### src/sv/qfc_pkg.sv
// shared types and constants of the packet field codec
`timescale 1ns / 1ps
`default_nettype none
package qfc_pkg;

    // command carried in the slave-side tuser
    localparam logic CMD_ENCODE = 1'b0;
    localparam logic CMD_DECODE = 1'b1;

    // field format codes
    localparam logic [3:0] FMT_VAR_AUTO = 4'd0;
    localparam logic [3:0] FMT_VAR_1    = 4'd1;
    localparam logic [3:0] FMT_VAR_2    = 4'd2;
    localparam logic [3:0] FMT_VAR_4    = 4'd3;
    localparam logic [3:0] FMT_FIX_1    = 4'd4;
    localparam logic [3:0] FMT_FIX_2    = 4'd5;
    localparam logic [3:0] FMT_FIX_3    = 4'd6;
    localparam logic [3:0] FMT_FIX_4    = 4'd7;
    localparam logic [3:0] FMT_FIX_8    = 4'd8;

    // largest value for each varint length
    localparam logic [63:0] VMAX1 = 64'h0000_0000_0000_003F;
    localparam logic [63:0] VMAX2 = 64'h0000_0000_0000_3FFF;
    localparam logic [63:0] VMAX4 = 64'h0000_0000_3FFF_FFFF;
    localparam logic [63:0] VMAX8 = 64'h3FFF_FFFF_FFFF_FFFF;

    // position reported on any error
    localparam logic [15:0] POS_ERROR = 16'hFFFF;

    // varint length prefixes (top two bits of the first byte)
    localparam logic [1:0] PFX_1 = 2'b00;
    localparam logic [1:0] PFX_2 = 2'b01;
    localparam logic [1:0] PFX_4 = 2'b10;
    localparam logic [1:0] PFX_8 = 2'b11;

    // depth of the job queue between front and back
    localparam int QDEPTH = 2;

    typedef enum logic [1:0] {
        ST_OK       = 2'd0,
        ST_OVERRUN  = 2'd1,
        ST_OVERFLOW = 2'd2,
        ST_BADFMT   = 2'd3
    } t_qfc_status;

    // one job: either a run of encoded bytes or a single result
    typedef struct packed {
        logic        is_enc;
        logic [1:0]  prefix;
        logic [3:0]  len;
        logic [63:0] data;
        logic [15:0] npos;
        t_qfc_status status;
    } t_qfc_entry;

    // queue status seen by the top level
    typedef struct packed {
        logic full;
        logic empty;
    } t_qfc_qstat;

endpackage
`default_nettype wire

### src/sv/qfc_front.sv
// front part: accepts items, classifies them and tracks the decode field
`timescale 1ns / 1ps
`default_nettype none
module qfc_front
    import qfc_pkg::*;
(
    input  wire logic        i_clk,
    input  wire logic        i_rst_n,
    input  wire logic        i_accept,
    input  wire logic        i_command,
    input  wire logic [3:0]  i_format,
    input  wire logic [63:0] i_value,
    input  wire logic [7:0]  i_data_byte,
    input  wire logic [15:0] i_position,
    input  wire logic [15:0] i_buffer_length,
    output t_qfc_entry       o_entry,
    output logic             o_push
);

    logic        r_busy, n_busy;
    logic [3:0]  r_remain, n_remain;
    logic [63:0] r_acc, n_acc;
    logic [15:0] r_fend, n_fend;

    logic        enc_bad, enc_ovf;
    logic [3:0]  enc_len;
    logic [1:0]  enc_pfx;
    logic        dec_bad;
    logic [3:0]  dec_len;
    logic [63:0] dec_first;
    logic [3:0]  field_len;
    logic [16:0] field_end;
    logic        overrun;
    logic [63:0] acc_shift;
    logic [3:0]  remain_dec;
    t_qfc_entry  err_entry;

    // encode length, prefix and error classification
    always_comb begin
        enc_bad = 1'b0;
        enc_ovf = 1'b0;
        enc_len = 4'd1;
        enc_pfx = PFX_1;
        unique case (i_format)
            FMT_VAR_AUTO: begin
                if (i_value <= VMAX1) begin
                    enc_len = 4'd1;
                    enc_pfx = PFX_1;
                end else if (i_value <= VMAX2) begin
                    enc_len = 4'd2;
                    enc_pfx = PFX_2;
                end else if (i_value <= VMAX4) begin
                    enc_len = 4'd4;
                    enc_pfx = PFX_4;
                end else begin
                    enc_len = 4'd8;
                    enc_pfx = PFX_8;
                    enc_ovf = (i_value > VMAX8);
                end
            end
            FMT_VAR_1: begin
                enc_len = 4'd1;
                enc_pfx = PFX_1;
                enc_ovf = (i_value > VMAX1);
            end
            FMT_VAR_2: begin
                enc_len = 4'd2;
                enc_pfx = PFX_2;
                enc_ovf = (i_value > VMAX2);
            end
            FMT_VAR_4: begin
                enc_len = 4'd4;
                enc_pfx = PFX_4;
                enc_ovf = (i_value > VMAX4);
            end
            FMT_FIX_1: enc_len = 4'd1;
            FMT_FIX_2: enc_len = 4'd2;
            FMT_FIX_3: enc_len = 4'd3;
            FMT_FIX_4: enc_len = 4'd4;
            FMT_FIX_8: enc_len = 4'd8;
            default:   enc_bad = 1'b1;
        endcase
    end

    // decode first-byte length and payload bits
    always_comb begin
        dec_bad   = 1'b0;
        dec_len   = 4'd1;
        dec_first = {56'd0, i_data_byte};
        unique case (i_format)
            FMT_VAR_AUTO, FMT_VAR_1, FMT_VAR_2, FMT_VAR_4: begin
                dec_first = {58'd0, i_data_byte[5:0]};
                unique case (i_data_byte[7:6])
                    PFX_1:   dec_len = 4'd1;
                    PFX_2:   dec_len = 4'd2;
                    PFX_4:   dec_len = 4'd4;
                    default: dec_len = 4'd8;
                endcase
            end
            FMT_FIX_1: dec_len = 4'd1;
            FMT_FIX_2: dec_len = 4'd2;
            FMT_FIX_3: dec_len = 4'd3;
            FMT_FIX_4: dec_len = 4'd4;
            FMT_FIX_8: dec_len = 4'd8;
            default:   dec_bad = 1'b1;
        endcase
    end

    // overrun check shared by encode and first decode byte
    assign field_len = (i_command == CMD_ENCODE) ? enc_len : dec_len;
    assign field_end = {1'b0, i_position} + {13'd0, field_len};
    assign overrun   = (field_end > {1'b0, i_buffer_length});

    assign acc_shift  = {r_acc[55:0], i_data_byte};
    assign remain_dec = (r_remain != 4'd0) ? (r_remain - 4'd1) : r_remain;

    // job building and decode state update
    always_comb begin
        n_busy   = r_busy;
        n_remain = r_remain;
        n_acc    = r_acc;
        n_fend   = r_fend;
        o_push   = 1'b0;

        err_entry.is_enc = 1'b0;
        err_entry.prefix = PFX_1;
        err_entry.len    = 4'd1;
        err_entry.data   = 64'd0;
        err_entry.npos   = POS_ERROR;
        err_entry.status = ST_OK;

        o_entry = err_entry;

        if (i_accept) begin
            if (i_command == CMD_ENCODE) begin
                o_push = 1'b1;
                if (enc_bad) begin
                    o_entry.status = ST_BADFMT;
                end else if (enc_ovf) begin
                    o_entry.status = ST_OVERFLOW;
                end else if (overrun) begin
                    o_entry.status = ST_OVERRUN;
                end else begin
                    o_entry.is_enc = 1'b1;
                    o_entry.prefix = (i_format <= FMT_VAR_4) ? enc_pfx : PFX_1;
                    o_entry.len    = enc_len;
                    o_entry.data   = i_value;
                    o_entry.npos   = field_end[15:0];
                end
            end else if (r_busy) begin
                // continuation byte of a field in progress
                n_acc    = acc_shift;
                n_remain = remain_dec;
                if (remain_dec == 4'd0) begin
                    n_busy        = 1'b0;
                    o_push        = 1'b1;
                    o_entry.data  = acc_shift;
                    o_entry.npos  = r_fend;
                end
            end else begin
                // first byte of a new field
                if (dec_bad) begin
                    o_push         = 1'b1;
                    o_entry.status = ST_BADFMT;
                end else if (overrun) begin
                    o_push         = 1'b1;
                    o_entry.status = ST_OVERRUN;
                end else if (dec_len == 4'd1) begin
                    o_push       = 1'b1;
                    o_entry.data = dec_first;
                    o_entry.npos = field_end[15:0];
                end else begin
                    n_busy   = 1'b1;
                    n_remain = dec_len - 4'd1;
                    n_acc    = dec_first;
                    n_fend   = field_end[15:0];
                end
            end
        end
    end

    // decode field state
    always_ff @(posedge i_clk) begin
        if (!i_rst_n) begin
            r_busy   <= 1'b0;
            r_remain <= 4'd0;
        end else begin
            r_busy   <= n_busy;
            r_remain <= n_remain;
        end
        r_acc  <= n_acc;
        r_fend <= n_fend;
    end

endmodule
`default_nettype wire

### src/sv/qfc_queue.sv
// short job queue between front and back
`timescale 1ns / 1ps
`default_nettype none
module qfc_queue
    import qfc_pkg::*;
(
    input  wire logic        i_clk,
    input  wire logic        i_rst_n,
    input  wire logic        i_push,
    input  t_qfc_entry       i_entry,
    input  wire logic        i_pop,
    output t_qfc_entry       o_head,
    output t_qfc_qstat       o_stat
);

    localparam int PW = $clog2(QDEPTH);

    t_qfc_entry    r_mem [QDEPTH];
    logic [PW-1:0] r_wptr, n_wptr;
    logic [PW-1:0] r_rptr, n_rptr;
    logic [PW:0]   r_count, n_count;

    assign o_head       = r_mem[r_rptr];
    assign o_stat.full  = (r_count == (PW+1)'(QDEPTH));
    assign o_stat.empty = (r_count == '0);

    // pointer and count update
    always_comb begin
        n_wptr  = r_wptr;
        n_rptr  = r_rptr;
        n_count = r_count;
        if (i_push) begin
            n_wptr = (r_wptr == PW'(QDEPTH - 1)) ? '0 : r_wptr + 1'b1;
        end
        if (i_pop) begin
            n_rptr = (r_rptr == PW'(QDEPTH - 1)) ? '0 : r_rptr + 1'b1;
        end
        case ({i_push, i_pop})
            2'b10:   n_count = r_count + 1'b1;
            2'b01:   n_count = r_count - 1'b1;
            default: n_count = r_count;
        endcase
    end

    always_ff @(posedge i_clk) begin
        if (!i_rst_n) begin
            r_wptr  <= '0;
            r_rptr  <= '0;
            r_count <= '0;
        end else begin
            r_wptr  <= n_wptr;
            r_rptr  <= n_rptr;
            r_count <= n_count;
        end
        if (i_push) begin
            r_mem[r_wptr] <= i_entry;
        end
    end

endmodule
`default_nettype wire

### src/sv/qfc_back.sv
// back part: walks each job and drives the registered result stage
`timescale 1ns / 1ps
`default_nettype none
module qfc_back
    import qfc_pkg::*;
(
    input  wire logic        i_clk,
    input  wire logic        i_rst_n,
    input  t_qfc_entry       i_head,
    input  wire logic        i_head_valid,
    output logic             o_pop,
    input  wire logic        i_ready,
    output logic             o_valid,
    output logic [7:0]       o_out_byte,
    output logic [63:0]      o_decoded_value,
    output logic [15:0]      o_next_position,
    output logic             o_last,
    output t_qfc_status      o_status
);

    logic        r_valid, n_valid;
    logic [2:0]  r_k, n_k;
    logic [7:0]  r_byte, n_byte;
    logic [63:0] r_dval, n_dval;
    logic [15:0] r_npos, n_npos;
    logic        r_last, n_last;
    t_qfc_status r_status, n_status;

    logic        advance;
    logic [3:0]  len_m1;
    logic [2:0]  idx;
    logic        is_last;
    logic [7:0]  sel_byte;

    assign advance  = !r_valid || i_ready;
    assign len_m1   = i_head.len - 4'd1;
    assign idx      = len_m1[2:0] - r_k;
    assign is_last  = ({1'b0, r_k} == len_m1);
    assign sel_byte = i_head.data[{idx, 3'b000} +: 8];
    assign o_pop    = advance && i_head_valid && is_last;

    // next result from the head job
    always_comb begin
        n_valid  = r_valid;
        n_k      = r_k;
        n_byte   = r_byte;
        n_dval   = r_dval;
        n_npos   = r_npos;
        n_last   = r_last;
        n_status = r_status;
        if (advance) begin
            n_valid = i_head_valid;
            if (i_head_valid) begin
                n_k      = is_last ? 3'd0 : r_k + 3'd1;
                n_npos   = i_head.npos;
                n_last   = is_last;
                n_status = i_head.status;
                if (i_head.is_enc) begin
                    n_byte = (r_k == 3'd0) ? (sel_byte | {i_head.prefix, 6'd0}) : sel_byte;
                    n_dval = 64'd0;
                end else begin
                    n_byte = 8'd0;
                    n_dval = i_head.data;
                end
            end
        end
    end

    always_ff @(posedge i_clk) begin
        if (!i_rst_n) begin
            r_valid <= 1'b0;
            r_k     <= 3'd0;
        end else begin
            r_valid <= n_valid;
            r_k     <= n_k;
        end
        r_byte   <= n_byte;
        r_dval   <= n_dval;
        r_npos   <= n_npos;
        r_last   <= n_last;
        r_status <= n_status;
    end

    assign o_valid         = r_valid;
    assign o_out_byte      = r_byte;
    assign o_decoded_value = r_dval;
    assign o_next_position = r_npos;
    assign o_last          = r_last;
    assign o_status        = r_status;

endmodule
`default_nettype wire

### src/sv/quic_field_codec_unit.sv
// top level of the packet field codec: varint and fixed field encode and decode
//
//  channel   direction  tdata                                        tuser     tlast
//  slave     in         format, value, data_byte, position, buf_len  command   -
//  master    out        out_byte, decoded_value, next_position       status    last
//
// an encode item gives one result per emitted byte (1 to 8 bytes on the master side);
// decode bytes are taken every cycle the queue has room; each field gives one result
// the back part emits one result per cycle unless stalled: the sustained output rate;
// the slave side takes an item every cycle while the two-entry job queue has room
// reset is synchronous, active low, and empties the queue and the output register
// either side may stall on its own: the queue and the output register part them
`timescale 1ns / 1ps
`default_nettype none
module quic_field_codec_unit
    import qfc_pkg::*;
(
    input  wire logic         i_clk,
    input  wire logic         i_rst_n,
    input  wire logic         i_s_tvalid,
    output logic              o_s_tready,
    // format[3:0], value[67:4], data_byte[75:68], position[91:76],
    // buffer_length[107:92], zero fill[111:108]
    input  wire logic [111:0] i_s_tdata,
    // command[0]
    input  wire logic [0:0]   i_s_tuser,
    output logic              o_m_tvalid,
    input  wire logic         i_m_tready,
    // out_byte[7:0], decoded_value[71:8], next_position[87:72]
    output logic [87:0]       o_m_tdata,
    // status[1:0]
    output logic [1:0]        o_m_tuser,
    output logic              o_m_tlast
);

    logic        accept;
    logic        push;
    logic        pop;
    t_qfc_entry  new_entry;
    t_qfc_entry  head;
    t_qfc_qstat  qstat;
    t_qfc_status status;
    logic [7:0]  out_byte;
    logic [63:0] dval;
    logic [15:0] npos;

    assign o_s_tready = !qstat.full;
    assign accept     = i_s_tvalid && o_s_tready;

    // classify and track decode fields
    qfc_front u_front (
        .i_clk           (i_clk),
        .i_rst_n         (i_rst_n),
        .i_accept        (accept),
        .i_command       (i_s_tuser[0]),
        .i_format        (i_s_tdata[3:0]),
        .i_value         (i_s_tdata[67:4]),
        .i_data_byte     (i_s_tdata[75:68]),
        .i_position      (i_s_tdata[91:76]),
        .i_buffer_length (i_s_tdata[107:92]),
        .o_entry         (new_entry),
        .o_push          (push)
    );

    // job queue
    qfc_queue u_queue (
        .i_clk   (i_clk),
        .i_rst_n (i_rst_n),
        .i_push  (push),
        .i_entry (new_entry),
        .i_pop   (pop),
        .o_head  (head),
        .o_stat  (qstat)
    );

    // result generation
    qfc_back u_back (
        .i_clk           (i_clk),
        .i_rst_n         (i_rst_n),
        .i_head          (head),
        .i_head_valid    (!qstat.empty),
        .o_pop           (pop),
        .i_ready         (i_m_tready),
        .o_valid         (o_m_tvalid),
        .o_out_byte      (out_byte),
        .o_decoded_value (dval),
        .o_next_position (npos),
        .o_last          (o_m_tlast),
        .o_status        (status)
    );

    assign o_m_tdata = {npos, dval, out_byte};
    assign o_m_tuser = status;

`ifndef SYNTHESIS
    // an error result is a single final result with the error position
    a_err_shape: assert property (@(posedge i_clk) disable iff (!i_rst_n)
        (o_m_tvalid && o_m_tuser != ST_OK) |-> (o_m_tlast && o_m_tdata[87:72] == POS_ERROR))
        else $error("error result without last or error position");

    // queue can never be both full and empty
    a_q_sane: assert property (@(posedge i_clk) disable iff (!i_rst_n)
        !(qstat.full && qstat.empty))
        else $error("job queue status inconsistent");

    // after reset the output stage and the queue start empty
    a_rst_clear: assert property (@(posedge i_clk)
        !i_rst_n |=> (!o_m_tvalid && qstat.empty))
        else $error("state left over after reset");

    // a decode result never carries an encoded byte
    a_dec_byte: assert property (@(posedge i_clk) disable iff (!i_rst_n)
        (o_m_tvalid && o_m_tdata[71:8] != 64'd0) |-> (o_m_tdata[7:0] == 8'd0 && o_m_tlast))
        else $error("decoded value mixed with encoded byte");
`endif

endmodule
`default_nettype wire
### config.mk
export PLATFORM = sky130hd
export DESIGN_NAME = quic_field_codec_unit
export DESIGN_NICKNAME = d
export VERILOG_FILES = /design/src/sv/qfc_pkg.sv /design/src/sv/qfc_front.sv /design/src/sv/qfc_queue.sv /design/src/sv/qfc_back.sv /design/src/sv/quic_field_codec_unit.sv
export SDC_FILE = /design/constraint.sdc
export NUM_CORES = 1
export LEC_CHECK = 0
export BUFFER_PORTS_ARGS = -buffer_cell sky130_fd_sc_hd__clkbuf_2
export CORE_MARGIN = 3
export CORE_UTILIZATION = 55
export DETAILED_ROUTE_END_ITERATION = 7
export PLACE_DENSITY = 0.74
export SLEW_MARGIN = 20
export SYNTH_ARGS = -nofsm -noshare
export SYNTH_HDL_FRONTEND = slang
export SYNTH_HIERARCHICAL = 1
export SYNTH_SLANG_ARGS = --single-unit
### constraint.sdc
create_clock -name i_clk -period 11.91 [get_ports i_clk]
set_clock_uncertainty 0.15 [all_clocks]
set_input_delay 2.382 -clock i_clk [delete_from_list [all_inputs] [get_ports i_clk]]
set_output_delay 2.382 -clock i_clk [all_outputs]
set_load 0.03 [all_outputs]
==> results.yml <==
cells_and_area:
  final_common_cell: "edfxtp_1"
  area_delta_synth_final_pct: 16.21
  layout.nets: 1384
  diodes: 0
  layout_common_cells: "341 x edfxtp_1, 205 x clkbuf_2, 90 x mux2_2, 81 x nor2b_1, 58 x a22o_1"
  finalInstanceArea_um2: 18250
  drive_above_1_share_pct: 31.20
detailed_routing:
  drcViolationCount: 0
  ant_nets: 0
  vias: 9407
  dr.pass1.iters: 5
  wl_um: 34740
  drt-vias-per-instance: 5.732
  detail_route.iter0.violations: 902
  wire_per_inst_um: 21.17
clocking:
  cts_tree: "built"
  ctsHoldBuffers: 0
  htreeDepth: 2
  clk_latency_ps: 510
  cts_resized: 0
  root_buffer: "clkbuf_16"
  path_clk_slew_ps: 60
  cts_buffer_depth: 3
  cts.sinks: 355
  postCtsSetupBuffers: 0
  cts_buffers: 36
placed_design:
  gp_congestion: 0.8969
  hpwlAfterDp_um: 24130
  placed_area_um2: 17120
  port_buffers: 205
pwr:
  p_switching_mw: 1.264
  pwr-share-comb_pct: 28.4
  pwr-share-seq_pct: 44.4
  power_mw: 3.938
  pwr-share-clk_pct: 27.1
  total_leakage_power_nw: 6.657
  peakVddDrop_mv: 0.1622
  intPower_mw: 2.674
  switching_share_pct: 32.10
  power.density_nw_per_um2: 215.8
timing:
  rsz0062_at_grt: "no"
  worst_pin_slew_ps: 1051
  min_period_ps: 9627
  finalSetupViolations: 0
  hold_violations: 0
  slew_headroom_pct: 29.85
  finalCritPeriodShare_pct: 80.83
  drv_slew: 0
  clock.fmax_ghz: 0.1039
  fin_setup_tns_ps: 0
worst_setup_path:
  path_class: "in -> reg"
  arrival_ps: 9650
  worstSetupStartpointType: "input pin"
  end_kind: "flop"
  critPathMaxFanout: 52
  critical_path_required_ps: 11930
flow_run:
  max-cap-violations: 0
global_routing:
  grtUsageTotal_pct: 22.37
  grt_pass1_vias: 9077
  grt_max_degree: 78
  grt_overflow_total: 0
  antenna_found_initial: 0
  grt_pass1_wl_um: 52120
synthesis:
  syn_area_um2: 15710
  async_reset_ff_share_pct: 0
  ys_warn_count: 6
  avgSynthCellArea_um2: 15.25
  synth-seq-area-share_pct: 66.99
  ys.flop_type: "edfxtp_1"
  synth_cell_types: 64
  synth_edf_count: 341
  netlist_instances: 1030
  syn-num-nets: 1178
  ys_seq_elements: 355
floorplanning:
  initial_core_util_pct: 56.22
  fp.dieH_um: 175.0
  core_um2: 27930
  die_x_um: 175.0
  num_rows: 61
  ios: 210
  die_area_um2: 30620
hold_path:
  hold_path_class: "reg -> reg"
status:
  status: "completed"
[cells by family after synthesis]
group,after synthesis,share of synthesized area [%]
xor gates and xnor gates,21,1.386
and+or+nand+nor,267,9.839
AOI/OAI and AO/OA,150,7.449
adders and majority gates,31,2.565
muxes,117,9.449
DFF,355,66.99
buffers and inverters,89,2.326
[final timing paths]
kind,to,slack [ps],from,cells past startpoint
setup / recovery,u_queue/r_mem[1][9],2280,i_s_tdata[64],24
setup reg to reg,u_back/o_out_byte[7],7990,flop,7
hold / removal,u_queue/r_count[1],350,u_queue/r_count[1],2
hold reg to reg,u_queue/r_count[1],350,u_queue/r_count[1],2
[state kept, by name, summed over array words and instances, names as in the netlist, named ones only]
| name | count |
|---|---|
| u_back/o_out_byte | 8 |
| u_back/o_next_position | 16 |
| u_front/r_fend | 16 |
| u_back/r_k | 3 |
| u_back/o_decoded_value | 64 |
| u_back/o_valid | 1 |
| u_queue/r_mem | 178 |
| u_front/r_busy | 1 |
| u_queue/r_rptr | 1 |
| u_queue/r_wptr | 1 |
| u_back/o_last | 1 |
| u_back/o_status | 2 |
| u_queue/r_count | 2 |
| u_front/r_acc | 56 |
| u_front/r_remain | 4 |
[metrics by stage]
| step | hold WS [ps] | setup WS, ps | utilization, % | instances |
|---|---|---|---|---|
| after floorplan | 316.2 | 686.5 | - | 1030 |
| after global placement | 331.5 | 1910 | 61.30 | 1576 |
| after detailed placement | 343.4 | 1798 | 61.30 | 1576 |
| after CTS | 351.6 | 2311 | 65.33 | 1641 |
| after global routing | 370.1 | 1846 | 65.34 | 1641 |
| final | 346.5 | 2283 | 65.34 | 1641 |
[layer usage]
metal	vias to the layer above	wire length, um	global-route usage (%)
met4	0	721	5.918
met5	-	0	0
met3	49	2860	4.715
li1	4371	-	-
met2	427	16940	36.43
met1	4560	14220	31.11
[critical path, cell delays in order]
cell and delay, ps:
clkbuf_2 120, nor4_1 520, nand4_1 400, nor4_1 510, a2111oi_0 220, o31ai_1 400, ha_1 250, inv_1 60
fa_1 390, nor2b_1 170, nor3_1 80, nor3_1 480, nand2_1 140, xnor2_1 210, ha_1 340, nand4_2 140
nor3_1 210, a221oi_1 110, a21oi_1 590, nor2_1 220, a21o_1 230, a31oi_1 290, and2_4 690, buf_4 420
[cell type report]
type | instances | area [um2]
clock buffers | 48 | 977.2
clock inverters | 17 | 147.6
fillers | 2022 | 9683
inverters | 38 | 145.1
multi-input cells | 586 | 4853
flip-flops and latches | 355 | 10520
well taps | 378 | 473.0
repair buffers | 219 | 1131
[synthesized netlist by cell type (all sizes together), types with 3 or more instances]
| cell | number | area [um2] |
|---|---|---|
| edfxtp | 341 | 10240 |
| mux2 | 90 | 1013 |
| nor2b | 82 | 513.0 |
| a22o | 58 | 508.0 |
| and2 | 55 | 344.1 |
| inv | 38 | 142.6 |
| clkbuf | 35 | 131.4 |
| ha | 29 | 362.9 |
| nand2 | 29 | 108.9 |
| nor2 | 27 | 101.4 |
| nor4 | 19 | 140.1 |
| a21oi | 18 | 90.09 |
| buf | 16 | 91.33 |
| mux4 | 16 | 360.4 |
| o22a | 15 | 131.4 |
| dfxtp | 14 | 280.3 |
| nor3 | 13 | 65.06 |
| o21ai | 13 | 65.06 |
| nand3 | 12 | 60.06 |
| mux2i | 11 | 110.1 |
| xnor2 | 10 | 106.4 |
| xor2 | 10 | 87.58 |
| nand4 | 7 | 50.05 |
| a32o | 6 | 60.06 |
| a31oi | 5 | 31.28 |
| nand2b | 5 | 31.28 |
| or3 | 5 | 31.28 |
| a21boi | 4 | 30.03 |
| o31ai | 4 | 35.03 |
| a21o | 3 | 22.52 |
| nand3b | 3 | 22.52 |
| o22ai | 3 | 18.77 |
| o31a | 3 | 26.28 |
[power groups by stage]
stage	logic (mW)	clock network (mW)	registers (mW)
final	1.12	1.07	1.75
after global routing	1.19	1.13	1.77
after CTS	1.13	1.09	1.75
after detailed placement	1.13	0	1.78
after global placement	1.12	0	1.77
after floorplan	0.529	0	2.04
No activity file was read; power rests on OpenSTA's default activity.
